### src/rtl/core/dd2d_pkg.sv
// Types and constants of the disparity to depth converter.
// Used by every module of the block; depends on nothing.
package dd2d_pkg;

   localparam int unsigned FB_W               = 24;
   localparam int unsigned DISP_W             = 16;
   localparam int unsigned DEPTH_W            = 16;
   localparam int unsigned QUOT_BITS          = 16;
   localparam int unsigned CSR_INDEX_W        = 8;
   localparam int unsigned CSR_DATA_W         = 32;
   localparam int unsigned DISP_FRAC_BITS_DEF = 5;

   localparam logic [FB_W-1:0] FB_PRODUCT_RESET = 24'd127800;

   localparam logic [CSR_INDEX_W-1:0] REG_FB_PRODUCT   = 8'd0;
   localparam logic [CSR_INDEX_W-1:0] REG_DEPTH_ENABLE = 8'd1;

   typedef enum logic [1:0] {
      ST_VALID    = 2'd0,
      ST_RANGE    = 2'd1,
      ST_OVERFLOW = 2'd2,
      ST_DISABLED = 2'd3
   } status_type;

   // Working word of the divider as it moves down the row of cells.
   typedef struct packed {
      logic [DISP_W-1:0]    rem;
      logic [QUOT_BITS-1:0] low;
      logic [QUOT_BITS-1:0] quot;
      logic [DISP_W-1:0]    divisor;
   } word_type;

   // Per-pixel information that rides alongside the divider word.
   typedef struct packed {
      status_type status;
      logic       frame_end;
   } side_type;

endpackage

### src/rtl/core/disparity_to_depth_converter.sv
// Disparity to depth converter: depth_mm = floor(fb_product * 2^F / disparity_q).
// From input transfer to result a pixel passes one entry cell, sixteen division
// cells (one quotient bit each) and the output register.
// Throughput one pixel per cycle; the row of cells advances as one and stops
// only while the skid register behind the output holds a result.
// Synchronous active-high reset clears all valid bits and loads the CSR defaults.
module disparity_to_depth_converter #(
   parameter int unsigned DISP_FRAC_BITS = dd2d_pkg::DISP_FRAC_BITS_DEF
) (
   input  logic                              clock,
   input  logic                              reset,
   input  logic                              req_tvalid,
   output logic                              req_tready,
   input  logic [15:0]                       req_tdata,   // [15:0] disparity_q
   input  logic                              req_tlast,   // last_pixel
   output logic                              rsp_tvalid,
   input  logic                              rsp_tready,
   output logic [15:0]                       rsp_tdata,   // [15:0] depth_mm
   output logic [1:0]                        rsp_tuser,   // [1:0] status
   output logic                              rsp_tlast,   // frame_end
   input  logic                              csr_valid,
   output logic                              csr_ready,
   input  logic [dd2d_pkg::CSR_INDEX_W-1:0]  csr_index,
   input  logic [dd2d_pkg::CSR_DATA_W-1:0]   csr_data
);

   localparam int unsigned NCELLS = dd2d_pkg::QUOT_BITS;

   logic [dd2d_pkg::FB_W-1:0]    fb_product_ff;
   logic                         depth_enable_ff;
   logic                         adv;
   logic                         arrive;
   logic                         out_load;
   logic [NCELLS:0]              stage_valid;
   dd2d_pkg::word_type           stage_word [NCELLS+1];
   dd2d_pkg::side_type           stage_side [NCELLS+1];
   logic [dd2d_pkg::DEPTH_W-1:0] fin_depth;
   dd2d_pkg::status_type         fin_status;
   logic                         out_valid_ff, skid_valid_ff;
   logic [dd2d_pkg::DEPTH_W-1:0] out_depth_ff, skid_depth_ff;
   dd2d_pkg::status_type         out_status_ff, skid_status_ff;
   logic                         out_last_ff, skid_last_ff;

   // Configuration registers; unknown indexes are ignored.
   assign csr_ready = 1'b1;

   always_ff @(posedge clock) begin
      if (reset) begin
         fb_product_ff   <= dd2d_pkg::FB_PRODUCT_RESET;
         depth_enable_ff <= 1'b0;
      end else if (csr_valid) begin
         case (csr_index)
            dd2d_pkg::REG_FB_PRODUCT:   fb_product_ff   <= csr_data[dd2d_pkg::FB_W-1:0];
            dd2d_pkg::REG_DEPTH_ENABLE: depth_enable_ff <= csr_data[0];
            default: ;
         endcase
      end
   end

   // The row moves whenever the skid register is free.
   assign adv        = !skid_valid_ff;
   assign req_tready = adv;

   dd2d_front #(
      .DISP_FRAC_BITS (DISP_FRAC_BITS)
   ) u_front (
      .clock        (clock),
      .reset        (reset),
      .adv          (adv),
      .in_valid     (req_tvalid),
      .disparity_q  (req_tdata),
      .last_pixel   (req_tlast),
      .fb_product   (fb_product_ff),
      .depth_enable (depth_enable_ff),
      .valid_out    (stage_valid[0]),
      .word_out     (stage_word[0]),
      .side_out     (stage_side[0])
   );

   for (genvar i = 0; i < NCELLS; i++) begin : g_cell
      dd2d_cell u_cell (
         .clock     (clock),
         .reset     (reset),
         .adv       (adv),
         .valid_in  (stage_valid[i]),
         .word_in   (stage_word[i]),
         .side_in   (stage_side[i]),
         .valid_out (stage_valid[i+1]),
         .word_out  (stage_word[i+1]),
         .side_out  (stage_side[i+1])
      );
   end

   // A quotient of exactly 65535 is still an overflow.
   always_comb begin
      fin_status = stage_side[NCELLS].status;
      if (fin_status == dd2d_pkg::ST_VALID && (&stage_word[NCELLS].quot)) begin
         fin_status = dd2d_pkg::ST_OVERFLOW;
      end
      fin_depth = (fin_status == dd2d_pkg::ST_VALID)
                ? stage_word[NCELLS].quot : '0;
   end

   assign arrive   = adv && stage_valid[NCELLS];
   assign out_load = !out_valid_ff || rsp_tready;

   always_ff @(posedge clock) begin
      if (reset) begin
         out_valid_ff  <= 1'b0;
         skid_valid_ff <= 1'b0;
      end else if (out_load) begin
         out_valid_ff  <= skid_valid_ff || arrive;
         skid_valid_ff <= 1'b0;
      end else if (arrive) begin
         skid_valid_ff <= 1'b1;
      end
   end

   always_ff @(posedge clock) begin
      if (out_load) begin
         if (skid_valid_ff) begin
            out_depth_ff  <= skid_depth_ff;
            out_status_ff <= skid_status_ff;
            out_last_ff   <= skid_last_ff;
         end else begin
            out_depth_ff  <= fin_depth;
            out_status_ff <= fin_status;
            out_last_ff   <= stage_side[NCELLS].frame_end;
         end
      end else if (arrive) begin
         skid_depth_ff  <= fin_depth;
         skid_status_ff <= fin_status;
         skid_last_ff   <= stage_side[NCELLS].frame_end;
      end
   end

   assign rsp_tvalid = out_valid_ff;
   assign rsp_tdata  = out_depth_ff;
   assign rsp_tuser  = out_status_ff;
   assign rsp_tlast  = out_last_ff;

endmodule

### src/rtl/core/dd2d_front.sv
// Entry cell of the converter: range and enable checks, high-part overflow test
// and loading of the divider word. Depends on dd2d_pkg.
module dd2d_front #(
   parameter int unsigned DISP_FRAC_BITS = dd2d_pkg::DISP_FRAC_BITS_DEF
) (
   input  logic                         clock,
   input  logic                         reset,
   input  logic                         adv,
   input  logic                         in_valid,
   input  logic [dd2d_pkg::DISP_W-1:0]  disparity_q,
   input  logic                         last_pixel,
   input  logic [dd2d_pkg::FB_W-1:0]    fb_product,
   input  logic                         depth_enable,
   output logic                         valid_out,
   output dd2d_pkg::word_type           word_out,
   output dd2d_pkg::side_type           side_out
);

   localparam int unsigned DVD_W = dd2d_pkg::FB_W + DISP_FRAC_BITS;
   localparam int unsigned SCALE = 1 << DISP_FRAC_BITS;
   localparam logic [dd2d_pkg::DISP_W+3:0] DISP_LOW  = (dd2d_pkg::DISP_W+4)'(SCALE);
   localparam logic [dd2d_pkg::DISP_W+1:0] DISP_HIGH = (dd2d_pkg::DISP_W+2)'(1000 * SCALE);

   logic [DVD_W-1:0]                          dividend;
   logic [DVD_W-dd2d_pkg::QUOT_BITS-1:0]      dvd_high;
   logic [dd2d_pkg::DISP_W+3:0]               disp_x10;
   logic                                      in_range;
   logic                                      high_ovf;
   logic                                      valid_ff;
   dd2d_pkg::word_type                        word_in, word_ff;
   dd2d_pkg::side_type                        side_in, side_ff;

   always_comb begin
      dividend = DVD_W'(fb_product) << DISP_FRAC_BITS;
      dvd_high = dividend[DVD_W-1:dd2d_pkg::QUOT_BITS];
      disp_x10 = ((dd2d_pkg::DISP_W+4)'(disparity_q) << 3)
               + ((dd2d_pkg::DISP_W+4)'(disparity_q) << 1);
      in_range = (disp_x10 > DISP_LOW)
               && ((dd2d_pkg::DISP_W+2)'(disparity_q) < DISP_HIGH);
      // A quotient of 2^16 or more shows already in the upper dividend bits.
      high_ovf = (dd2d_pkg::DISP_W+1)'(dvd_high) >= (dd2d_pkg::DISP_W+1)'(disparity_q);

      word_in.rem     = dd2d_pkg::DISP_W'(dvd_high);
      word_in.low     = dividend[dd2d_pkg::QUOT_BITS-1:0];
      word_in.quot    = '0;
      word_in.divisor = disparity_q;

      side_in.frame_end = last_pixel;
      if (!depth_enable) begin
         side_in.status = dd2d_pkg::ST_DISABLED;
      end else if (!in_range) begin
         side_in.status = dd2d_pkg::ST_RANGE;
      end else if (high_ovf) begin
         side_in.status = dd2d_pkg::ST_OVERFLOW;
      end else begin
         side_in.status = dd2d_pkg::ST_VALID;
      end
   end

   always_ff @(posedge clock) begin
      if (reset) begin
         valid_ff <= 1'b0;
      end else if (adv) begin
         valid_ff <= in_valid;
      end
   end

   always_ff @(posedge clock) begin
      if (adv) begin
         word_ff <= word_in;
         side_ff <= side_in;
      end
   end

   assign valid_out = valid_ff;
   assign word_out  = word_ff;
   assign side_out  = side_ff;

endmodule

### src/rtl/core/dd2d_cell.sv
// One restoring-division cell: produces one quotient bit and hands the word on.
// Depends on dd2d_pkg.
module dd2d_cell (
   input  logic                clock,
   input  logic                reset,
   input  logic                adv,
   input  logic                valid_in,
   input  dd2d_pkg::word_type  word_in,
   input  dd2d_pkg::side_type  side_in,
   output logic                valid_out,
   output dd2d_pkg::word_type  word_out,
   output dd2d_pkg::side_type  side_out
);

   logic [dd2d_pkg::DISP_W:0] trial;
   logic [dd2d_pkg::DISP_W:0] diff;
   logic                      take;
   logic                      valid_ff;
   dd2d_pkg::word_type        word_nx_in, word_ff;
   dd2d_pkg::side_type        side_ff;

   always_comb begin
      trial = {word_in.rem, word_in.low[dd2d_pkg::QUOT_BITS-1]};
      diff  = trial - {1'b0, word_in.divisor};
      take  = trial >= {1'b0, word_in.divisor};

      // The remainder stays below the divisor, so it always fits in DISP_W bits.
      word_nx_in.rem     = take ? diff[dd2d_pkg::DISP_W-1:0] : trial[dd2d_pkg::DISP_W-1:0];
      word_nx_in.low     = word_in.low << 1;
      word_nx_in.quot    = {word_in.quot[dd2d_pkg::QUOT_BITS-2:0], take};
      word_nx_in.divisor = word_in.divisor;
   end

   always_ff @(posedge clock) begin
      if (reset) begin
         valid_ff <= 1'b0;
      end else if (adv) begin
         valid_ff <= valid_in;
      end
   end

   always_ff @(posedge clock) begin
      if (adv) begin
         word_ff <= word_nx_in;
         side_ff <= side_in;
      end
   end

   assign valid_out = valid_ff;
   assign word_out  = word_ff;
   assign side_out  = side_ff;

endmodule

### config.mk
export PLATFORM = sky130hd
export DESIGN_NAME = disparity_to_depth_converter
export DESIGN_NICKNAME = d
export VERILOG_FILES = /design/src/rtl/core/dd2d_pkg.sv /design/src/rtl/core/disparity_to_depth_converter.sv /design/src/rtl/core/dd2d_front.sv /design/src/rtl/core/dd2d_cell.sv
export SDC_FILE = /design/constraint.sdc
export NUM_CORES = 2
export LEC_CHECK = 0
export ABC_AREA = 1
export BUFFER_PORTS_ARGS = -buffer_cell sky130_fd_sc_hd__buf_2
export CAP_MARGIN = 40
export CORE_UTILIZATION = 29
export DETAILED_ROUTE_END_ITERATION = 12
export PLACE_DENSITY = 0.4
export SLEW_MARGIN = 20
export SYNTH_ARGS = -nofsm -noshare
export SYNTH_HDL_FRONTEND = slang
export SYNTH_SLANG_ARGS = --single-unit
### constraint.sdc
create_clock -name clock -period 29.4 [get_ports clock]
set_input_delay 2.94 -clock clock [delete_from_list [all_inputs] [get_ports clock]]
set_output_delay 2.94 -clock clock [all_outputs]
set_load 0.01 [all_outputs]
# Word level (Yosys, flattened, before mapping)
# Index checks and enable logic that the tools add are counted.
# classes
addsub	16
n_lt_le_gt_ge	19
eq_ne	1
mux	22
bitwise	1
reduce_logical	16
# op_table
cell	n
16-bit 2-to-1 mux	16
17-bit by 16-bit >= comparator with 1-bit output	15
16-bit subtractor	14
19-bit by 17-bit adder with 20-bit output	1
20-bit by 6-bit > comparator with 1-bit output (second input constant)	1
13-bit by 16-bit >= comparator with 1-bit output	1
14-bit by 16-bit >= comparator with 1-bit output	1
16-bit by 15-bit less-than comparator with 1-bit output (second input constant)	1
16-bit AND reduction	1
14-bit by 16-bit subtractor with 16-bit output	1
14-bit 2-to-1 mux	1
8-bit by 1-bit == test with 1-bit output (second input constant)	1
8-bit zero test	1
2-bit 2-to-1 mux	4
2-bit AND reduction	4
2-bit zero test	2
1-bit logical AND	3
1-bit zero test	2
1-bit logical OR	2
2-bit OR reduction	1
1-bit 2-to-1 mux	1
1-bit inverter	1
# totals
regBits	844
output_inout_bits	22

# Longest topological paths before layout
# logic_depth
word_depth	6
ltp_mapped	15
depth_no_buf	15

# Modules after synthesis
# A second synthesis with hierarchy kept.
# hier_totals
hier_cells	6091
hier_area_um2	59910.0
# modules_own_cells
module	instances	cells_per_inst	area_per_inst_um2
dd2d_cell at g_cell[12].u_cell ...	10	340	3345.7
dd2d_cell at g_cell[0].u_cell ...	4	343	3469.6
dd2d_cell at g_cell[1].u_cell	1	343	3480.8
dd2d_cell at g_cell[11].u_cell	1	337	3388.2
dd2d_front	1	337	2924.1
disparity_to_depth_converter	1	302	2781.4

# Worst setup path after synthesis
# OpenSTA, ideal clock, no wires.
# synth_timing
path_kind	flip-flop to output port
startpoint	reg skid_valid_ff
endpoint	out req_tready
arrival_time_ps	21349
setup_slack_ps	5111
path_stages_with_launch	4
n_path_buf	2
path_cell_list	dfxtp_1 clkbuf_1 inv_1 clkbuf_1
# synth_between
elab_chain_len	1
# synth_lines
item	line_no	source
start: declaration	disparity_to_depth_converter.sv:39	logic out_valid_ff, skid_valid_ff;
start signal: assignment	disparity_to_depth_converter.sv:110	skid_valid_ff <= 1'b0;
start signal: assignment	disparity_to_depth_converter.sv:113	skid_valid_ff <= 1'b0;
start signal: assignment	disparity_to_depth_converter.sv:115	skid_valid_ff <= 1'b1;
1-bit zero test	disparity_to_depth_converter.sv:61	assign adv = !skid_valid_ff;
end: declaration	disparity_to_depth_converter.sv:13	output logic req_tready,
# Every way passes these cells.

# Worst setup path in the final report
# Ends and elaborated chain as after synthesis.

==> flow_metrics.tcl <==
set metrics [dict create \
    initial_core_util_pct 29.27 \
    pin_count 84 \
    reg2reg_setup_slack_ns 25.62 \
    postCtsHoldBufs 0 \
    hold_path_depth 0 \
    timing.critical_path.required_ns 26.46 \
    synth_enable_flop_cells 800 \
    crit_path_top_delay_cell "sky130_fd_sc_hd__dfxtp_2" \
    finalSetupViolCount 0 \
    dominantRegCellSynth "sky130_fd_sc_hd__edfxtp_1" \
    synth_fp_nets 4291 \
    run_status "complete, no violations" \
    crit_path_max_fanout 69 \
    cp.arrival_ns 2.02 \
    detail-route-antenna-nets 0 \
    timing.hold.worst_endpoint "g_cell[14].u_cell.word_out[21]$_DFFE_PN_" \
    synth_sequential_area_ratio_pct 58.39 \
    post_cts_resize_count 0 \
    layout.cells.most_common "sky130_fd_sc_hd__edfxtp_1" \
    drt_pre_antenna_iters 5 \
    cts.path.max_buffers 3 \
    timing.rr.start "skid_valid_ff$_SDFFE_PP0P_" \
    post-route-period-util_pct 16.87 \
    rows 140 \
    global_route_wire_length_before_repair_um 155000 \
    grt_antenna_before_repair 1 \
    cts-htree-levels 3 \
    rsz_0062_raised_after_global_routing "no" \
    tightest_slew_ns 0.9816 \
    timing_worst_setup_path_type "flop to output pin" \
    post_route_cells_drive_above_1_share_pct 10.06 \
    maxSlewViolCount 0 \
    worstReg2RegEnd "g_cell[8].u_cell.word_out[47]$_DFFE_PN_" \
    peakVddDrop_mv 0.04840 \
    fillers 14830 \
    placement.cell_area_um2 45170 \
    clkSlewWorstSetupHoldPaths_ns 0.06 \
    fp.dieArea_um2 148600 \
    rd_place_congestion 0.8193 \
    grt_start_max_net_pins 164 \
    syn_to_final_growth_pct 13.89 \
    final.setup_skew_ns 0.06193 \
    cts_setup_buffers 0 \
    global_route.overflow_total 0 \
    power_density_nw_per_um2 88.50 \
    layout.cell_area.non_filler_um2 48580 \
    drt-wirelength-per-cell_um 16.34 \
    grt.total_usage_pct 13.38 \
    synthesis.area_um2 42650 \
    postLayoutCoreUtil_pct 33.33 \
    yosysUniqueCellTypes 56 \
    numCtsBuffers 99 \
    cp-start-kind "flop" \
    post_synth_inst_count 3933 \
    max_frequency_mhz 201.7 \
    io_buffers 74 \
    drt_first_iter_violations 1384 \
    die_width_um 385.5 \
    worst-r2r-cell-count 5 \
    insertion_delay_ns 0.71 \
    final_cell_mix "sky130_fd_sc_hd__edfxtp_1, sky130_fd_sc_hd__nand2_1, sky130_fd_sc_hd__inv_1" \
    total_negative_setup_slack_ns 0 \
    period_needed_ns 4.958 \
    die_height_um 385.5 \
    worstHoldPathType "flop to flop" \
    power_leakage_nw 21.31 \
    drt-total-wl_um 99230 \
    vias_per_cell 4.430 \
    timing.critical_path.to_type "output pin" \
    worst_path_largest_cell_delay_ns 0.67 \
    cts_root_buf "sky130_fd_sc_hd__clkbuf_16" \
    grt_pass1_vias 26990 \
    path_cells "inv_8 > buf_2" \
    timing_hold_violations_final 0 \
    avgSynthCellArea_um2 10.84 \
    slew_headroom_pct 34.56 \
    core_region_area_um2 145700 \
    dp_hpwl_um 74150 \
    route.vias.total 26910 \
    synth-seq-cells 844 \
    max-cap-violations 0 \
    hold_path_startpoint "g_cell[13].u_cell.word_out[20]$_DFFE_PN_" \
    final_net_count 4427 \
    synthArstFlopShare_pct 0 \
    post-route-drc-count 0 \
    clock_sinks 844 \
    cts_tree "built" \
    synth_warn 0 \
]
## how the worst max path moves through the flow
stage                                     startpoint  slack [ns]                           endpoint
final                     skid_valid_ff$_SDFFE_PP0P_       24.44                         req_tready
after global routing      skid_valid_ff$_SDFFE_PP0P_       24.31                         req_tready
after CTS                 skid_valid_ff$_SDFFE_PP0P_       24.36                         req_tready
after detailed placement                req_tdata[0]       24.17  u_front.side_out[2]$_SDFFCE_PN1N_
after global placement                  req_tdata[0]       24.17  u_front.side_out[2]$_SDFFCE_PN1N_
after floorplan           skid_valid_ff$_SDFFE_PP0P_        5.11                         req_tready
## cell families (layout without fill, tap and decap cells)
logic type      after synthesis  after routing  synth area share (%)
simple gates               1387           1387                 14.15
flops                       844            844                 58.39
compound gates              634            634                 8.974
buf+inv                     593            815                 5.858
fa+ha+maj                   296            296                 8.965
xor+xnor                    178            178                 3.655
other cells                   1              3              0.008792
## critical path, delay by kind of cell (launching register included)
family | cells | cell delay (ns)
buffers and inverters | 2 | 0.56
DFF | 1 | 0.67
## cell type report
type                            instances  area, um2  share of cell area [%]
Timing Repair Buffer                   98      688.2                   1.417
Tap cell                             1917       2399                   4.938
Antenna cell                            2      5.005                 0.01030
Clock buffer                          133       2738                   5.636
Multi-Input combinational cell       2496      15260                   31.42
Sequential cell                       844      24910                   51.27
Clock inverter                         54      584.3                   1.203
Inverter                              530       1997                   4.111
## stage by stage
| stage | instances | hold slack (ns) | power (mW) | worst slack (ns) |
|---|---|---|---|---|
| finish | 6074 | 0.4119 | 4.299 | 24.44 |
| global route | 6072 | 0.4153 | 4.598 | 24.31 |
| global placement | 5878 | 0.4009 | 3.101 | 24.17 |
| detailed placement | 5882 | 0.4045 | 3.096 | 24.17 |
| floorplan | 3933 | 0.4003 | 2.753 | 5.111 |
| CTS | 6069 | 0.4129 | 4.373 | 24.36 |
## per-layer routing
metal / part of all wire, % / track usage, %
met5: 0 / 0
met3: 3.5 / 1.928
met4: 1.9 / 3.799
met2: 46 / 21.54
met1: 49 / 18.61
## flip-flops by register name (all words and copies together), names as in the netlist, 2 cells and up
register and count:
fb_product_ff 24, g_cell.u_cell.side_out 48, g_cell.u_cell.valid_out 16, g_cell.u_cell.word_out 671, rsp_tdata 16, rsp_tuser 2, skid_depth_ff 16, skid_status_ff 2
u_front.side_out 3, u_front.word_out 40
## power breakdown
| part | total, mW | switching, mW | internal, mW | leakage, nW |
|---|---|---|---|---|
| sequential | 1.71 | 0.120 | 1.59 | 8.81 |
| clock | 1.24 | 0.515 | 0.722 | 1.60 |
| combinational | 1.35 | 0.843 | 0.504 | 10.9 |
## cell usage after synthesis (18+ instances only)
cell type / instances / share of area (%)
sky130_fd_sc_hd__nand4_1: 44 / 0.65
sky130_fd_sc_hd__o21bai_1: 26 / 0.46
sky130_fd_sc_hd__nand2_2: 27 / 0.40
sky130_fd_sc_hd__o21ai_1: 18 / 0.21
sky130_fd_sc_hd__nor2_1: 293 / 2.6
sky130_fd_sc_hd__inv_1: 528 / 4.6
sky130_fd_sc_hd__nand2_1: 708 / 6.2
sky130_fd_sc_hd__nor2_2: 22 / 0.32
sky130_fd_sc_hd__nand3_1: 207 / 2.4
sky130_fd_sc_hd__xor2_1: 87 / 1.8
sky130_fd_sc_hd__nand2_4: 18 / 0.48
sky130_fd_sc_hd__ha_1: 280 / 8.2
sky130_fd_sc_hd__dfxtp_1: 44 / 2.1
sky130_fd_sc_hd__a21oi_2: 36 / 0.74
sky130_fd_sc_hd__a21o_1: 47 / 0.83
sky130_fd_sc_hd__edfxtp_1: 800 / 56
sky130_fd_sc_hd__buf_6: 27 / 0.71
sky130_fd_sc_hd__nor3_1: 21 / 0.25
sky130_fd_sc_hd__a21oi_1: 288 / 3.4
sky130_fd_sc_hd__xnor2_1: 91 / 1.9
sky130_fd_sc_hd__o21ai_0: 129 / 1.5
Power figures use the tool's default switching activity.
